[config.mk]
export PLATFORM = sky130hd
export DESIGN_NAME = wfbo_ctrl
export DESIGN_NICKNAME = d
export VERILOG_FILES = /design/src/rtl/wfbo_pkg.sv /design/src/rtl/wfbo_ctrl.sv
export SDC_FILE = /design/constraint.sdc
export NUM_CORES = 1
export LEC_CHECK = 0
export BUFFER_PORTS_ARGS = -buffer_cell sky130_fd_sc_hd__buf_2
export CORE_MARGIN = 2
export CORE_UTILIZATION = 28
export DETAILED_ROUTE_END_ITERATION = 7
export GPL_TIMING_DRIVEN = 0
export PLACE_DENSITY = 0.48
export RECOVER_POWER = 100
export SKIP_LAST_GASP = 1
export SLEW_MARGIN = 25
export SYNTH_ARGS = -nofsm -noshare
export SYNTH_HDL_FRONTEND = slang
export SYNTH_SLANG_ARGS = --single-unit
[constraint.sdc]
create_clock -name clk -period 9.6 [get_ports clk]
set_input_delay 1.92 -clock clk [delete_from_list [all_inputs] [get_ports clk]]
set_output_delay 1.92 -clock clk [all_outputs]
set_load 0.005 [all_outputs]
[src/rtl/wfbo_pkg.sv]
`default_nettype none
// ----------------------------------------------------------------------------
// wfbo_pkg
// shared types and codes for the word fifo with block or overwrite policy
// ----------------------------------------------------------------------------
package wfbo_pkg;

	localparam int OP_W   = 2;
	localparam int WORD_W = 32;
	localparam int CNT_W  = 9;
	localparam int CFG_W  = 9;
	localparam int CIDX_W = 1;

	localparam logic [OP_W-1:0] OP_WRITE = 2'd0;
	localparam logic [OP_W-1:0] OP_READ  = 2'd1;
	localparam logic [OP_W-1:0] OP_CLEAR = 2'd2;

	localparam logic [CIDX_W-1:0] REG_FULL_POLICY = 1'd0;
	localparam logic [CIDX_W-1:0] REG_CAPACITY    = 1'd1;

	localparam logic [CNT_W-1:0] CAP_RESET = 9'd256;

	// status of one finished request, handed from control to the top level
	typedef struct packed {
		logic             success;
		logic             rd_hit;
		logic             dropped;
		logic [CNT_W-1:0] occ;
		logic [CNT_W-1:0] free;
	} res_stat_t;

endpackage
`default_nettype wire

[src/rtl/wfbo_ctrl.sv]
`default_nettype none
// ----------------------------------------------------------------------------
// wfbo_ctrl
// pointer, count and config registers; issues at most one memory access per request
// ----------------------------------------------------------------------------
module wfbo_ctrl #(
	parameter int DEPTH = 256,
	parameter int IDX_W = 8
) (
	input  wire                               clk,
	input  wire                               arst_n,
	input  wire                               acc,
	input  wire  [wfbo_pkg::OP_W-1:0]         opcode,
	input  wire                               cfg_we,
	input  wire  [wfbo_pkg::CIDX_W-1:0]       cfg_index,
	input  wire  [wfbo_pkg::CFG_W-1:0]        cfg_data,
	output logic                              mem_we,
	output logic [IDX_W-1:0]                  mem_waddr,
	output logic                              mem_re,
	output logic [IDX_W-1:0]                  mem_raddr,
	output logic                              res_vld_q,
	output wfbo_pkg::res_stat_t               res_q
);

	localparam int CW    = wfbo_pkg::CNT_W;
	localparam int CMP_W = (IDX_W >= CW) ? IDX_W + 1 : CW;

	logic [IDX_W-1:0] head_q, tail_q;
	logic [CW-1:0]    cnt_q;
	logic             policy_q;
	logic [CW-1:0]    cap_q;

	logic [CW-1:0]    cap_eff;
	logic             full;
	logic [IDX_W-1:0] head_nx, tail_nx, head_adv, tail_adv;
	logic [CW-1:0]    cnt_nx;
	logic             ok, drop, rd_hit;

	function automatic logic [IDX_W-1:0] adv(input logic [IDX_W-1:0] idx,
	                                         input logic [CW-1:0] cap);
		logic [CMP_W-1:0] n;
		n = CMP_W'(idx) + CMP_W'(1);
		return (n >= CMP_W'(cap)) ? IDX_W'(0) : n[IDX_W-1:0];
	endfunction

	// capacity zero acts as one, capacity beyond the built depth as the depth
	always_comb begin
		if (cap_q == '0)
			cap_eff = CW'(1);
		else if (32'(cap_q) > 32'(DEPTH))
			cap_eff = CW'(DEPTH);
		else
			cap_eff = cap_q;
	end

	assign full     = (cnt_q >= cap_eff);
	assign head_adv = adv(head_q, cap_eff);
	assign tail_adv = adv(tail_q, cap_eff);

	always_comb begin
		head_nx = head_q;
		tail_nx = tail_q;
		cnt_nx  = cnt_q;
		ok      = 1'b0;
		drop    = 1'b0;
		rd_hit  = 1'b0;
		mem_we  = 1'b0;
		mem_re  = 1'b0;
		unique case (opcode)
			wfbo_pkg::OP_WRITE: begin
				if (!full || policy_q) begin
					ok      = 1'b1;
					mem_we  = acc;
					tail_nx = tail_adv;
					if (full) begin
						// overwrite: oldest slides out, count stays
						head_nx = head_adv;
						drop    = 1'b1;
					end else begin
						cnt_nx = cnt_q + CW'(1);
					end
				end
			end
			wfbo_pkg::OP_READ: begin
				if (cnt_q != '0) begin
					ok      = 1'b1;
					rd_hit  = 1'b1;
					mem_re  = acc;
					head_nx = head_adv;
					cnt_nx  = cnt_q - CW'(1);
				end
			end
			wfbo_pkg::OP_CLEAR: begin
				ok      = 1'b1;
				head_nx = '0;
				tail_nx = '0;
				cnt_nx  = '0;
			end
			default: begin
			end
		endcase
	end

	assign mem_waddr = tail_q;
	assign mem_raddr = head_q;

	always_ff @(posedge clk or negedge arst_n) begin
		if (!arst_n) begin
			head_q    <= '0;
			tail_q    <= '0;
			cnt_q     <= '0;
			policy_q  <= 1'b0;
			cap_q     <= wfbo_pkg::CAP_RESET;
			res_vld_q <= 1'b0;
		end else begin
			res_vld_q <= acc;
			if (cfg_we) begin
				unique case (cfg_index)
					wfbo_pkg::REG_FULL_POLICY: policy_q <= cfg_data[0];
					wfbo_pkg::REG_CAPACITY: begin
						cap_q  <= cfg_data;
						head_q <= '0;
						tail_q <= '0;
						cnt_q  <= '0;
					end
					default: begin
					end
				endcase
			end else if (acc) begin
				head_q <= head_nx;
				tail_q <= tail_nx;
				cnt_q  <= cnt_nx;
			end
		end
	end

	always_ff @(posedge clk) begin
		if (acc) begin
			res_q.success <= ok;
			res_q.rd_hit  <= rd_hit;
			res_q.dropped <= drop;
			res_q.occ     <= cnt_nx;
			res_q.free    <= (cnt_nx >= cap_eff) ? '0 : (cap_eff - cnt_nx);
		end
	end

endmodule
`default_nettype wire

==> run metrics, run 1 <==
status=finished, violations left; violated checks=capacitance limit, slew limit; # resized after CTS=0; area of the core=14000 sq um; crit path kind=reg -> reg; TritonCTS clock tree=built; cell taking the most area after synthesis=dfrtp_1; post-synthesis sequential area ratio=37.9%; routability cong.=0.839; clock share of power=24.5%; Routed WL=10.5 mm; Setup Buffers After CTS=0; Synth area leaders=dfrtp_1 22%, edfxtp_1 16%, ha_1 12%; Post-Syn Instances=427; crit path DAT=5.69 ns; Worst Clk Skew=0.00703 ns; I/O pin cnt=56; drt wl/cell=15.5 um; Final Power=0.00117 W; Synth async-reset ratio=63.2%; Finished Cell Area=4750 sq um; Port-buffer cells=55; Clock Pin Slew Worst Setup and Hold Paths=0.05 ns; Synth top area share=21.6%; Post-Synthesis Cell Area=4050 sq um; Initial Util=28.9%; Crit path required time=9.63 ns; first-pass GRT wire length=17.5 mm; share of layout cells above drive strength 1=13.5%; CP startpoint kind=register; final setup vio count=0; Yosys warning total=0; Hold WC Path Type=reg -> reg; vias per cell=4.96; Sw Ratio=38.2%; area grow syn2layout=17.4%; post-route setup TNS=0 ns; Max-slew headroom=-31.9%; combinational share of power=45.5%; antenna cells=0; Num CTS Buffers=9; placed inst area=4550 sq um; most common library cell in the layout ignoring fill and taps=clkbuf_1; H-tree Lvls=3; Nets=547; Yosys cell types=65; Setup WS pre-CTS=4.15 ns; Final Hold Fails=0; Clock Latency Late Sink=0.33 ns; root buffer cell=clkbuf_16; Die H=124 um; pwr dens=247 nW/um^2; unrepaired setup endpoints after global routing=no; Crit Path Max Fanout=10; Peak supply drop=0.0947 mV; GRT Total Usage=14.1%; drt pass-1 iters=4; Yosys reg bits=57; maximum clock path buffer count=2; largest net degree at the start of global routing=37; DIE AREA=15400 sq um; Post-Syn Nets=481; commonest non-fill, non-tap cells in the layout=40 x clkbuf_1, 39 x inv_1, 39 x nand2_1; antenna-violating nets left=0; DRC Markers=0; post-layout min period=5.66 ns; period utilisation layout=59.0%; die width=124 um; Remaining Overflow, GRT=0; synthesized area per cell=9.48 sq um; final setup margin=3.94 ns; vias in the first global route=3414; share of power burned in registers=30.0%; CTS Sinks=57; num rows=43; Final HPWL DP=8.04 mm; hold buffer count at CTS=0; Static Leakage=2.20 nW; Internal Power=0.000726 W; maximum clock frequency=177 MHz; Sw Pwr=0.000449 W; Critical Path End Type=register; vias=3362; maxcap violations=1; Main synth FF type=dfrtp_1; max-slew violation count=37; DR iter-0 viols=147; Worst-Margin Slew=1.98 ns; Post-synth EDFFs=21; initial antenna violation count=0
==> cell families (layout without fill, tap and decap cells) <==
kind of cell / after synthesis / in the layout / share of synthesized area, %
buf+inv: 55 / 126 / 5.50
fa+ha+maj: 39 / 39 / 12.0
flops: 57 / 57 / 37.9
mux: 14 / 14 / 3.77
xor+xnor: 22 / 22 / 4.76
simple gates: 134 / 134 / 16.7
compound gates: 106 / 106 / 19.4
==> stage by stage <==
stage / hold WS, ns / std cells / utilization (%)
CTS: 0.533 / 678 / 34.4
global placement: 0.518 / 662 / 32.5
global route: 0.547 / 678 / 34.0
floorplan: 0.480 / 427 / -
finish: 0.529 / 678 / 34.0
detailed placement: 0.523 / 662 / 32.5
==> routing by layer <==
metal	GRT usage, %	vias to the layer above	share of wire, %
met5	0	-	0
met4	4.82	0	2.0
met3	3.44	20	4.6
li1	-	1685	-
met1	18.1	1577	47
met2	23.1	80	46
==> flip-flops by register name, summed over array words and instances (netlist names) <==
signal	count
cap_q	9
cnt_q	9
mem_raddr	8
mem_waddr	8
policy_q	1
res_q	21
res_vld_q	1
==> synth_stat cells (2+ instances only) <==
cell type,n
mux2i_1,4
o211ai_1,3
o22ai_1,3
edfxtp_1,21
nand2b_1,9
dfrtp_1,35
xnor2_1,16
nor3b_1,2
clkbuf_1,12
inv_1,39
nand3_1,13
o311a_1,2
o311ai_0,6
xor2_1,6
o21ai_0,29
nand2_1,39
a22o_1,3
buf_6,2
nor2_1,31
mux2_2,10
a21oi_1,18
nor4_1,3
a31oi_1,2
ha_1,38
or3_1,5
nor3_1,5
a32o_1,3
o31ai_1,3
nor2b_1,5
a21o_1,15
and3_1,7
nand4_1,4
nor4b_1,2
==> cell type report <==
class	count	area, sq um
tap	180	225
fill	1471	9240
timing repair buffer	55	248
sequential	57	1530
clock inverter	1	5.00
buffer	15	71.3
multi-input combinational	315	2260
inverter	40	150
clock buffer	15	258
==> power groups by stage <==
stage	clock (W)	combinational, W	sequential [W]
final	0.000288	0.000535	0.000352
after global routing	0.000306	0.000606	0.000358
after CTS	0.000297	0.000549	0.000352
after detailed placement	0	0.000546	0.000356
after global placement	0	0.000539	0.000355
after floorplan	0	0.000397	0.000351
==> path summary, 6_finish.rpt <==
check	from	cells past startpoint	end	slack, ns
min reg2reg	cap_q[4]$_DFFE_PN0P_	1	cap_q[4]$_DFFE_PN0P_	0.53
min in group asynchronous	arst_n	1	mem_raddr[5]$_DFFE_PN0P_	2.14
max reg2reg	cap_q[6]$_DFFE_PN0P_	21	res_q[3]$_SDFFCE_PP0P_	3.94
max in group asynchronous	arst_n	1	cnt_q[4]$_DFFE_PN0P_	6.31
max	cap_q[6]$_DFFE_PN0P_	21	res_q[3]$_SDFFCE_PP0P_	3.94
min	cap_q[4]$_DFFE_PN0P_	1	cap_q[4]$_DFFE_PN0P_	0.53
==> worst max-delay path, stage by stage (launching register included) <==
cell      delay, ns
dfrtp_1        0.39
nor4_1         0.29
a21oi_1        0.10
nor2_1         0.34
ha_1           0.31
nor3b_1        0.18
o21ai_0        0.12
a21oi_1        0.65
and3_1         0.34
nand4_1        0.13
xnor2_1        0.17
a21oi_1        0.08
o21ai_0        0.41
inv_1          0.09
ha_1           0.30
clkbuf_1       0.23
nand2_1        0.15
nand2b_1       0.07
a211o_1        0.28
a41o_2         0.22
o211ai_1       0.35
a21oi_1        0.15
Power figures use the tool's default switching activity.
==> run 2, diff against run 1 <==
- PLACE_DENSITY: 0.48 -> 0.49
- clock period: 9.6 -> 5.1 ns (I/O delays scaled with it)
==> run 2 against run 1 <==
  * The flow still finishes with violations (capacitance limit, slew limit)
  * Die area stayed put
  * Clock-buffer cell count is 4 lower
  * Cell count stayed put
  * Non-clock buffer count stayed put
  * Clock skew is 0.0032 ns higher
  * First-iteration DRC count is 8.8% lower
  * Fmax is 22% higher
  * Combinational power is 96% higher
  * Register-to-register slack worse by 3.5 ns
  * Via count is 0.54% lower
  * Hold slack worse by 0.014 ns
  * Flip-flop and latch count stayed put
  * Largest cell class unchanged
  * Highest routed layer unchanged
==> run metrics, run 2 (synthesis gave the netlist of run 1 again) <==
Worst-Margin Slew=1.99 ns; final setup vio count=0; vias=3344; Crit path required time=5.14 ns; unrepaired setup endpoints after global routing=no; Final HPWL DP=8.11 mm; max-slew violation count=37; maximum clock frequency=216 MHz; I/O pin cnt=56; # fillers=1480; period utilisation layout=90.8%; Worst Path Buf+Inv=1; vias in the first global route=3373; Remaining Overflow, GRT=0; area of the core=14000 sq um; Largest regs=res_q (21), cap_q (9), cnt_q (9); Finished Cell Area=4840 sq um; Routed WL=10.7 mm; die width=124 um; WHS=0.515 ns; share of layout cells above drive strength 1=16.1%; R2R Path Start=cap_q[6]$_DFFE_PN0P_; num rows=43; first-pass GRT wire length=17.7 mm; multi-input gate area in the final layout=2300 sq um; DRC Markers=0; drt wl/cell=15.8 um; Port-buffer cells=55; Worst Setup SP=cap_q[6]$_DFFE_PN0P_; hold buffer count at CTS=0; slowest cell delay on critical path=0.45 ns; post-layout min period=4.63 ns; maximum clock path buffer count=2; Num CTS Buffers=9; crit path kind=reg -> reg; H-tree Lvls=3; placed inst area=4550 sq um; Placed Cells=662; grt peak-use layer=met2; largest net degree at the start of global routing=37; GRT Total Usage=14.4%; pwr dens=481 nW/um^2; root buffer cell=clkbuf_16; Initial Util=28.9%; Peak supply drop=0.196 mV; post-route setup TNS=0 ns; Clock Latency Late Sink=0.32 ns; Nets=547; max reg flops=21; Reg area=1530 sq um; Static Leakage=2.25 nW; routability cong.=0.846; vias per cell=4.93; DR iter-0 viols=134; commonest non-fill, non-tap cells in the layout=39 x inv_1, 39 x nand2_1, 36 x buf_2, 36 x ha_1, 35 x dfrtp_1; Die H=124 um; antenna-violating nets left=0; Final Hold Fails=0; slowest CP cell=ha_2; TritonCTS clock tree=built; Critical Path End Type=register; Final Non-Filler Cells=678; Clock Pin Slew Worst Setup and Hold Paths=0.06 ns; antenna cells=0; violated checks=capacitance limit, slew limit; CP startpoint kind=register; Final Power=0.00233 W; crit path DAT=4.67 ns; drt pass-1 iters=5; most used cell, CP=a21oi_1; M2 GR Usage=22.7%; initial antenna violation count=0; Largest Register=res_q; crit-path leading delay family=simple AND/OR/NAND/NOR gates; Crit Path Max Fanout=10; worst hold path startpoint=cap_q[0]$_DFFE_PN0P_; status=finished, violations left; crit path cell chain=nor4_1 -> a21oi_1 -> nor2_2 -> ha_1 -> nor3b_1 -> o21ai_0 -> a21oi_2 -> and3_1 -> nand4_1 -> xnor2_1 -> a21oi_1 -> o21ai_1 -> inv_1 -> ha_2 -> nand3_1 -> nor2_1 -> and3_1 -> nand4_1 -> o211ai_4 -> a21oi_1; CTS Sinks=57; Max-slew headroom=-32.6%; area grow syn2layout=19.6%; Worst Clk Skew=0.0102 ns; maxcap violations=1; Hold WC Path Type=reg -> reg; GRT met1 Usage=19.5%; met3 usage=3.53%; DIE AREA=15400 sq um
## run 2: area by class of cell
type                    instances  area share [%]
clock inverters                 5            1.06
flip-flops and latches         57            31.7
well taps                     180            4.65
inverters                      40            3.10
repair buffers                 58            5.48
multi-input cells             315            47.5
plain buffers                  12            1.27
clock buffers                  11            5.25
## run 2: timing repair
item | 4_1_cts | 5_1_grt
buffers inserted | 3 | 0
cloned | 0 | 0
endpoints found under the setup margin | 9 | 9
pin swaps | 1 | 0
gates resized for setup | 2 | 4
## run 2: path summary, 6_finish.rpt
| check | end | slack [ns] | depth (start not counted) |
|---|---|---|---|
| min | cap_q[0]$_DFFE_PN0P_ | 0.52 | 1 |
| min reg2reg | cap_q[0]$_DFFE_PN0P_ | 0.52 | 1 |
| min in group asynchronous | mem_raddr[3]$_DFFE_PN0P_ | 1.26 | 1 |
| max | res_q[3]$_SDFFCE_PP0P_ | 0.47 | 20 |
| max in group asynchronous | cnt_q[7]$_DFFE_PN0P_ | 2.69 | 1 |
| max reg2reg | res_q[3]$_SDFFCE_PP0P_ | 0.47 | 20 |
## run 2: per-stage QoR
| step | util, % | worst slack [ns] |
|---|---|---|
| 2_1_floorplan | - | 0.720 |
| 3_3_place_gp | 32.5 | -0.320 |
| 3_5_place_dp | 32.5 | -0.471 |
| 4_1_cts | 34.9 | 0.177 |
| 5_1_grt | 34.6 | 0.00176 |
| 6_report | 34.6 | 0.470 |
## run 2: layer usage
metal | share of wire [%] | vias up
met2 | 46 | 73
li1 | - | 1681
met5 | 0 | -
met1 | 49 | 1581
met4 | 1.4 | 0
met3 | 3.6 | 9
## run 2: power breakdown
part,leakage [nW],switching (W),internal (W)
Sequential,0.686,0.0000665,0.000597
Clock,0.155,0.000210,0.000405
Combinational,1.41,0.000601,0.000446
Total,2.25,0.000877,0.00145
==> run 3, diff against run 2 <==
- GPL_TIMING_DRIVEN: 0 -> unset
==> run 3 against run 2 <==
  * Hold slack better by 0.011 ns
  * Global-route usage is 0.30 points higher
  * Core utilization is 0.31 points lower
  * First-iteration DRC count is 21% higher
  * Largest cell class unchanged
  * Highest routed layer unchanged
  * Via count is 0.69% lower
  * The flow still finishes with violations (capacitance limit, slew limit)
  * Combinational power is 6% lower
  * Non-clock buffer count is 10 lower
  * Critical path type unchanged
  * Clock skew is 0.0050 ns lower
  * Clock power is 5.7% higher
  * Wire length is 0.34% higher
  * Sequential power is 3% higher
==> run metrics, run 3 (synthesis gave the netlist of run 1 again) <==
Internal Power=0.00145 W; routability cong.=0.819; placed inst area=4510 sq um; area of the core=14000 sq um; GRT Total Usage=14.7%; die width=124 um; period utilisation layout=89.4%; Static Leakage=2.23 nW; wire length on met3=441 um; Remaining Overflow, GRT=0; Die H=124 um; pwr dens=483 nW/um^2; unrepaired setup endpoints after global routing=no; status=finished, violations left; area grow syn2layout=18.5%; crit path DAT=4.63 ns; Clock Pin Slew Worst Setup and Hold Paths=0.05 ns; Crit path required time=5.17 ns; Final Power=0.00232 W; post-route setup TNS=0 ns; slowest CP cell=ha_1; maximum clock frequency=219 MHz; met2 WL=4.74 mm; largest net degree at the start of global routing=37; vias in the first global route=3363; DIE AREA=15400 sq um; Finished Cell Area=4800 sq um; num rows=43; final setup vio count=0; initial antenna violation count=0; max-slew violation count=37; vias per cell=4.97; CTS Sinks=57; TritonCTS clock tree=built; max reg flops=21; final setup margin=0.539 ns; antenna cells=0; post-layout min period=4.56 ns; Port-buffer cells=55; max layer used=met4; Crit Path Max Fanout=10; drt pass-1 iters=5; Peak supply drop=0.167 mV; root buffer cell=clkbuf_16; Largest Register=res_q; H-tree Lvls=3; CP startpoint kind=register; Setup Buffers After CTS=0; vias=3321; I/O pin cnt=56; Final HPWL DP=8.10 mm; Routed WL=10.8 mm; commonest non-fill, non-tap cells in the layout=39 x inv_1, 39 x nand2_1, 38 x ha_1; Clock Latency Late Sink=0.33 ns; clock share of power=28.0%; Initial Util=28.9%; Sw Ratio=37.4%; maxcap violations=1; violated checks=capacitance limit, slew limit; Num CTS Buffers=9; Critical Path End Type=register; slowest cell delay on critical path=0.44 ns; maximum clock path buffer count=2; share of layout cells above drive strength 1=14.8%; first-pass GRT wire length=17.9 mm; Largest regs=res_q (21), cap_q (9), cnt_q (9); Max-slew headroom=-46.0%; share of power burned in registers=29.5%; crit path kind=reg -> reg; Setup WS pre-CTS=0.379 ns; Worst-Margin Slew=2.19 ns; antenna-violating nets left=0; WL met1=5.31 mm; drt wl/cell=16.1 um; DRC Markers=0; Final Hold Fails=0; WHS=0.526 ns; most used cell, CP=a21oi_1; DR iter-0 viols=162; Nets=537; Worst Clk Skew=0.00521 ns; combinational share of power=42.5%; crit path cell chain=nor4_1 -> a21oi_1 -> nor2_1 -> ha_1 -> nor3b_1 -> o21ai_0 -> a21oi_1 -> and3_1 -> nand4_1 -> xnor2_1 -> a21oi_1 -> o21ai_0 -> inv_1 -> ha_1 -> nand2_1 -> nand2b_1 -> a211o_1 -> a41o_2 -> o211ai_4 -> nor2_1; Hold WC Path Type=reg -> reg; Sw Pwr=0.000866 W
run 3: changes by cell type in the layout (fill, tap and decap cells not counted), sizes merged:
cell / change
clkinv: -1
buf: -4
inv: -1
clkbuf: -5
clkinvlp: +1
run 3: repair_timing:
action                     in CTS  in global routing
gates resized for setup         0                  1
hold buffers                    0                  0
setup endpoints to repair       0                  1
run 3: power by group through the flow:
stage / clock, W / sequential [W] / combinational (W)
floorplan: 0 / 0.000661 / 0.000748
global placement: 0 / 0.000687 / 0.00101
detailed placement: 0 / 0.000690 / 0.00101
CTS: 0.000663 / 0.000683 / 0.00101
global route: 0.000686 / 0.000699 / 0.00111
finish: 0.000650 / 0.000683 / 0.000984
run 3: final timing paths:
check,slack [ns],to,cells after the start,startpoint
worst max-delay path,0.54,res_q[4]$_SDFFCE_PP0P_,20,cap_q[6]$_DFFE_PN0P_
worst min-delay path,0.53,cap_q[3]$_DFFE_PN0P_,1,cap_q[3]$_DFFE_PN0P_
worst max register to register,0.54,res_q[4]$_SDFFCE_PP0P_,20,cap_q[6]$_DFFE_PN0P_
worst min register to register,0.53,cap_q[3]$_DFFE_PN0P_,1,cap_q[3]$_DFFE_PN0P_
max in group asynchronous,2.52,cnt_q[4]$_DFFE_PN0P_,1,arst_n
min in group asynchronous,1.32,mem_raddr[3]$_DFFE_PN0P_,1,arst_n
run 3: area by class of cell:
cell class                 instances  area (sq um)
tap                              180           225
inverter                          40           150
timing repair buffer              60           279
multi-input combinational        315          2280
sequential                        57          1530
clock buffer                      12           278
fill                            1477          9190
clock inverter                     4          47.5
run 3: through the flow:
step,utilization (%),std cells
after floorplan,-,427
after global placement,32.3,652
after detailed placement,32.3,652
after CTS,34.6,668
after global routing,34.3,668
final,34.3,668
run 3: metal layers:
| layer | vias to the layer above | global-route usage (%) |
|---|---|---|
| met4 | 0 | 5.95 |
| li1 | 1659 | - |
| met1 | 1562 | 20.0 |
| met5 | - | 0 |
| met3 | 19 | 3.40 |
| met2 | 81 | 22.4 |
run 3: worst max-delay path, delay by kind of cell (launching register included):
kind,cells,cell delay (ns)
XOR/XNOR,1,0.16
flip-flops,1,0.39
AO/OA/AOI/OAI,8,1.47
adder cells (fa/ha/maj),2,0.74
AND/OR/NAND/NOR,8,1.45
buffers and inverters,1,0.08
